--- src/hw/rtl/loo_nearest_neighbor_accuracy_defines.svh ---
// Assertion macros for the leave-one-out nearest-neighbor accuracy block
`ifndef LOO_NEAREST_NEIGHBOR_ACCURACY_DEFINES_SVH
`define LOO_NEAREST_NEIGHBOR_ACCURACY_DEFINES_SVH

// same-cycle implication
`define NNA_ASSERT_NOW(lbl, clk, rst, pre, post, msg) \
   lbl: assert property (@(posedge clk) disable iff (rst) (pre) |-> (post)) \
      else $error(msg);

// next-cycle implication
`define NNA_ASSERT_NEXT(lbl, clk, rst, pre, post, msg) \
   lbl: assert property (@(posedge clk) disable iff (rst) (pre) |=> (post)) \
      else $error(msg);

`endif

--- src/hw/rtl/nna_pkg.sv ---
// Shared types and constants of the nearest-neighbor accuracy block
`default_nettype none
package nna_pkg;
   localparam int MAX_SAMPLES_DEF  = 1024;
   localparam int MAX_FEATURES_DEF = 16;
   localparam int VALUE_BITS_DEF   = 16;

   localparam logic [1:0] ACT_FEATURE = 2'd0;
   localparam logic [1:0] ACT_LABEL   = 2'd1;
   localparam logic [1:0] ACT_RUN     = 2'd2;
   localparam logic [1:0] ACT_UNUSED  = 2'd3;

   localparam logic [1:0] REG_FEATURE_MASK   = 2'd0;
   localparam logic [1:0] REG_INSTANCE_COUNT = 2'd1;
   localparam logic [1:0] REG_FAST_MODE      = 2'd2;
   localparam logic [1:0] REG_WRONG_LIMIT    = 2'd3;

   // control that travels with one feature pair through the distance pipe
   typedef struct packed {
      logic vld;
      logic en;       // feature enabled in mask
      logic first_f;  // first feature of a pair: clear accumulator
      logic last_f;   // last feature: distance complete
      logic first_j;  // first candidate of a row: clear best
   } nna_ctl_type;
endpackage
`default_nettype wire

--- src/hw/rtl/nna_dist.sv ---
// Distance pipeline: difference, square, accumulate, nearest tracking
`default_nettype none
module nna_dist #(
   parameter int MAX_SAMPLES  = nna_pkg::MAX_SAMPLES_DEF,
   parameter int MAX_FEATURES = nna_pkg::MAX_FEATURES_DEF,
   parameter int VALUE_BITS   = nna_pkg::VALUE_BITS_DEF,
   localparam int IDX_W = $clog2(MAX_SAMPLES)
) (
   input  wire logic                         clock,
   input  wire logic                         reset,
   input  wire nna_pkg::nna_ctl_type         ctl,
   input  wire logic [IDX_W-1:0]             cand,
   input  wire logic signed [VALUE_BITS-1:0] feat_a,
   input  wire logic signed [VALUE_BITS-1:0] feat_b,
   output logic [IDX_W-1:0]                  best_idx
);
   localparam int DIFF_W = VALUE_BITS + 1;
   localparam int SQ_W   = 2 * DIFF_W;
   localparam int ACC_W  = SQ_W + $clog2(MAX_FEATURES + 1);

   // stage 1 aligns with memory read data
   nna_pkg::nna_ctl_type ctl1_ff, ctl2_ff, ctl3_ff;
   logic [IDX_W-1:0]     cand1_ff, cand2_ff, cand3_ff;
   logic signed [DIFF_W-1:0] diff_ff;
   logic [SQ_W-1:0]      sq_ff;
   logic [ACC_W-1:0]     acc_ff, best_ff;
   logic [IDX_W-1:0]     best_idx_ff;

   logic signed [DIFF_W-1:0] diff_in;
   logic [SQ_W-1:0]      sq_in;
   logic [ACC_W-1:0]     sum;

   always_comb begin
      diff_in = ctl1_ff.en ? (DIFF_W'(feat_a) - DIFF_W'(feat_b)) : '0;
      sq_in   = SQ_W'($signed(diff_ff) * $signed(diff_ff));
      sum     = (ctl3_ff.first_f ? '0 : acc_ff) + ACC_W'(sq_ff);
   end

   always_ff @(posedge clock) begin
      if (reset) begin
         ctl1_ff <= '0;
         ctl2_ff <= '0;
         ctl3_ff <= '0;
      end else begin
         ctl1_ff <= ctl;
         ctl2_ff <= ctl1_ff;
         ctl3_ff <= ctl2_ff;
      end
      cand1_ff <= cand;
      cand2_ff <= cand1_ff;
      cand3_ff <= cand2_ff;
      diff_ff  <= diff_in;
      sq_ff    <= sq_in;
      if (ctl3_ff.vld) begin
         acc_ff <= sum;
         // strict compare: lowest index wins a tie
         if (ctl3_ff.last_f && (ctl3_ff.first_j || sum < best_ff)) begin
            best_ff     <= sum;
            best_idx_ff <= cand3_ff;
         end
      end
   end

   assign best_idx = best_idx_ff;
endmodule
`default_nettype wire

--- config.mk ---
export PLATFORM = sky130hd
export DESIGN_NAME = nna_dist
export DESIGN_NICKNAME = d
export VERILOG_FILES = /design/src/hw/rtl/loo_nearest_neighbor_accuracy_defines.svh /design/src/hw/rtl/nna_pkg.sv /design/src/hw/rtl/nna_dist.sv
export SDC_FILE = /design/constraint.sdc
export NUM_CORES = 1
export LEC_CHECK = 0
export ABC_AREA = 1
export BUFFER_PORTS_ARGS = -buffer_cell sky130_fd_sc_hd__buf_4
export CORE_MARGIN = 8
export CORE_UTILIZATION = 55
export CTS_CLUSTER_SIZE = 12
export DETAILED_ROUTE_END_ITERATION = 7
export PLACE_DENSITY = 0.79
export SETUP_SLACK_MARGIN = 0.2
export SKIP_LAST_GASP = 1
export SLEW_MARGIN = 30
export SYNTH_ARGS = -nofsm -noshare
export SYNTH_HDL_FRONTEND = slang
export SYNTH_SLANG_ARGS = --single-unit
--- constraint.sdc ---
create_clock -name clock -period 14.1 [get_ports clock]
set_input_delay 2.115 -clock clock [delete_from_list [all_inputs] [get_ports clock]]
set_output_delay 2.115 -clock clock [all_outputs]
set_load 0.02 [all_outputs]
==> impl_results.md <==
- Status: completed
- Minimum clock period: ~6.6 ns
- Htree depth: 4
- Fin Setup TNS: 0 ns
- Power Internal: around 0.0013 W
- Routed WL per cell: around 16 µm
- Synth area leader: fa_1
- GRT Util Overall: roughly 23%
- Insertion delay to the later sink of the worst-skew pair: 0.46 ns
- Critical path arrival: about 7.1 ns
- CP max stage delay: 0.92 ns
- Fraction of layout cells with a size suffix above 1: between 6 and 7%
- Synth top area cells: fa_1 26%, edfxtp_1 13%, inv_1 13%
- FFs w/ async S/R, synth: 0%
- Cell row count: 70
- Final Hold Vio Count: 0
- Vias in the first global route: 16500
- Post-route ant nets: 0
- Commonest cells after routing, fill and taps aside: 684 x inv_1, 594 x nand2_1, 266 x fa_1
- Inserted Clock Buffers: 17
- RSZ-0062 raised after global routing: no
- Fin util: between 50% and 60%
- Worst VDD drop: ~110 µV
- Pwr Total: about 0.0023 W
- Clock root cell: clkbuf_16
- P_leak: 12.3 nW
- Slowest cell on the critical path: dfxtp_1
- CP max FO: 24
- Crit path launch type: flop
- HP Class: reg -> reg
- Antenna fix cells: 0
- CP Capture Type: flop
- Worst-case clock skew: 0.0144 ns
- Area of the die: approximately 43000 µm²
- Die width: roughly 210 µm
- Core area: 36500 µm²
- Mapped Area: between 20000 and 25000 µm²
- Global route total overflow: 0
- Most common cell after layout, fill and taps aside: inv_1
- Critical path start-end classification: reg -> reg
- Register bit total from synthesis: about 180
- Number of remaining DRC errors: 0
- Initial antenna violation count: 0
- Share of the synthesized area in the top cell type: about a quarter
- Top Ports: 59
- Largest net degree at the start of global routing: 42
- Synth warn: 0
- TritonRoute pass-1 iters: 6
- IO buf count: 58
- Post-synth EDFFs: around 90
- Clock sink total: 181
- Total wire length: 47.9 mm
- Post-cts resize count: 0
- Average size of a mapped cell: about 8.0 µm²
- Worst endpoint required time: between 10 and 15 ns
- Fmax: ~150 MHz
- Pwr/cell area: roughly 110 nW/µm²
- Post-synthesis cell type count: just over 40
- Vias per cell: a little over 5
- Hold buffers post-CTS: 0
- Final setup viols: 0
- Hpwl dp: roughly 40 mm
- Final net count: between 3000 and 4000
- # Post-CTS Setup Buffers: 0
- CTS tree: done
- Slew Viols, Final: 0
- Gate Count Post-Synth: approximately 2500
- Iteration-0 DRC Markers: between 1000 and 1500
- First-pass GRT wire length: ~81 mm
- Vias: between 15000 and 20000
- CTS Buffer Depth: 2
- Switching Fraction: between 40% and 50%
- Net Sw Power: roughly 0.0010 W
- Worst-Margin Slew: between 0.9 and 1 ns
- Clk pin slew, worst setup/hold paths: 0.08 ns
- GPL Wtd Cong: 0.958
- Fin crit share: 47.1%
- Worst path cell trace: nand2_1, fa_1, inv_1, fa_1, inv_1, fa_1, fa_1, fa_1, fa_1, inv_1, ha_1, inv_1, nor3_1, nand2_1, nor3_1, nand2_1, nand2_1, nand2_1, nand2_1
- Max Cap Violations: 0
- Initial Util: between 50% and 60%
- Sequential power share: between 30% and 40%
- Synth Flop Type: dfxtp_1
- Gate power share: between 40% and 50%
- Layout area overhead: 7.45%
- Clk pwr share: between 20% and 30%
- Rel. slew slack: a little over a third
- Mapped Nets: a little over 3000
- Seq/Total Area, Yosys: roughly 22%
- Die height: 208 µm
==> synth_stat cells (2+ instances only) <==
library cell,count
clkbuf_1,39
nand3_2,3
dfxtp_1,93
o21ai_2,2
o21bai_2,2
o21ai_1,2
nor4_1,2
nor3_2,6
nor2_1,185
nor3_1,10
or2_2,5
nand4_1,19
o21ai_0,35
inv_1,684
a21o_1,6
nor2_2,20
a31o_2,2
a21oi_2,2
xor2_1,42
nand3_1,87
edfxtp_1,88
nand3b_1,2
a21oi_1,105
ha_1,182
fa_1,266
nand2_4,2
xnor2_1,13
o211ai_1,2
nand2_2,15
o21a_1,6
o21bai_1,15
nand2_1,594
==> path summary, 6_finish.rpt <==
| kind | from | end | slack (ns) | cells past startpoint |
|---|---|---|---|---|
| min reg2reg | cand1_ff[0] | cand2_ff[0] | 0.33 | 0 |
| max reg2reg | diff_ff[16] | sq_ff[32] | 7.46 | 19 |
| min | cand1_ff[0] | cand2_ff[0] | 0.33 | 0 |
| max | diff_ff[16] | sq_ff[32] | 7.46 | 19 |
==> worst max-delay path: cells and delay by family (launching register included) <==
| family | cells | cell delay [ns] |
|---|---|---|
| AND/OR/NAND/NOR | 8 | 1.11 |
| buffers and inverters | 4 | 0.42 |
| flip-flops | 1 | 0.92 |
| adder cells (fa/ha/maj) | 7 | 4.13 |
==> per-layer routing <==
| layer | share of wire (%) | vias to the layer above | track usage, % |
|---|---|---|---|
| li1 | - | 7651 | - |
| met1 | 42 | 7560 | 28.6 |
| met2 | 50 | 431 | 40.9 |
| met3 | 4.7 | 95 | 2.47 |
| met4 | 3.2 | 0 | 8.84 |
| met5 | 0 | - | 0 |
==> power by group through the flow <==
stage                     Sequential [W]  Combinational (W)  Clock [W]
after floorplan                 0.000671           0.000833          0
after global placement          0.000712            0.00107          0
after detailed placement        0.000713            0.00112          0
after CTS                       0.000701            0.00112   0.000512
after global routing            0.000706            0.00129   0.000534
final                           0.000703            0.00113   0.000502
==> stage by stage <==
step | setup slack, ns | area (µm²) | cells | hold WS (ns)
after floorplan | 8.00 | 20300 | 2545 | 0.310
after global placement | 7.63 | 21200 | 3034 | 0.310
after detailed placement | 7.47 | 21200 | 3034 | 0.312
after CTS | 7.46 | 21800 | 3066 | 0.329
after global routing | 7.01 | 21800 | 3066 | 0.336
final | 7.46 | 21800 | 3066 | 0.328
==> state kept, by name, indices dropped and copies added, names as in the netlist <==
signal and cells:
acc_ff 39, best_ff 39, sq_ff 33, diff_ff 17
best_idx 10, cand1_ff 10, cand2_ff 10, cand3_ff 10
ctl1_ff 5, ctl2_ff 4, ctl3_ff 4
==> area by class of cell <==
type | count | area, µm²
Clock buffer | 18 | 429
Sequential cell | 181 | 4500
Fill cell | 3178 | 14700
Tap cell | 468 | 586
Multi-Input combinational cell | 1637 | 13100
Timing Repair Buffer | 62 | 465
Clock inverter | 14 | 184
Inverter | 686 | 2570
==> kinds of logic after synthesis <==
group | synth area share, %
AOI/OAI and AO/OA | 4.98
xor gates and xnor gates | 2.37
adders and majority gates | 37.4
buffers and inverters | 13.5
DFF | 22.2
and+or+nand+nor | 19.6
No activity file was read; power rests on OpenSTA's default activity.
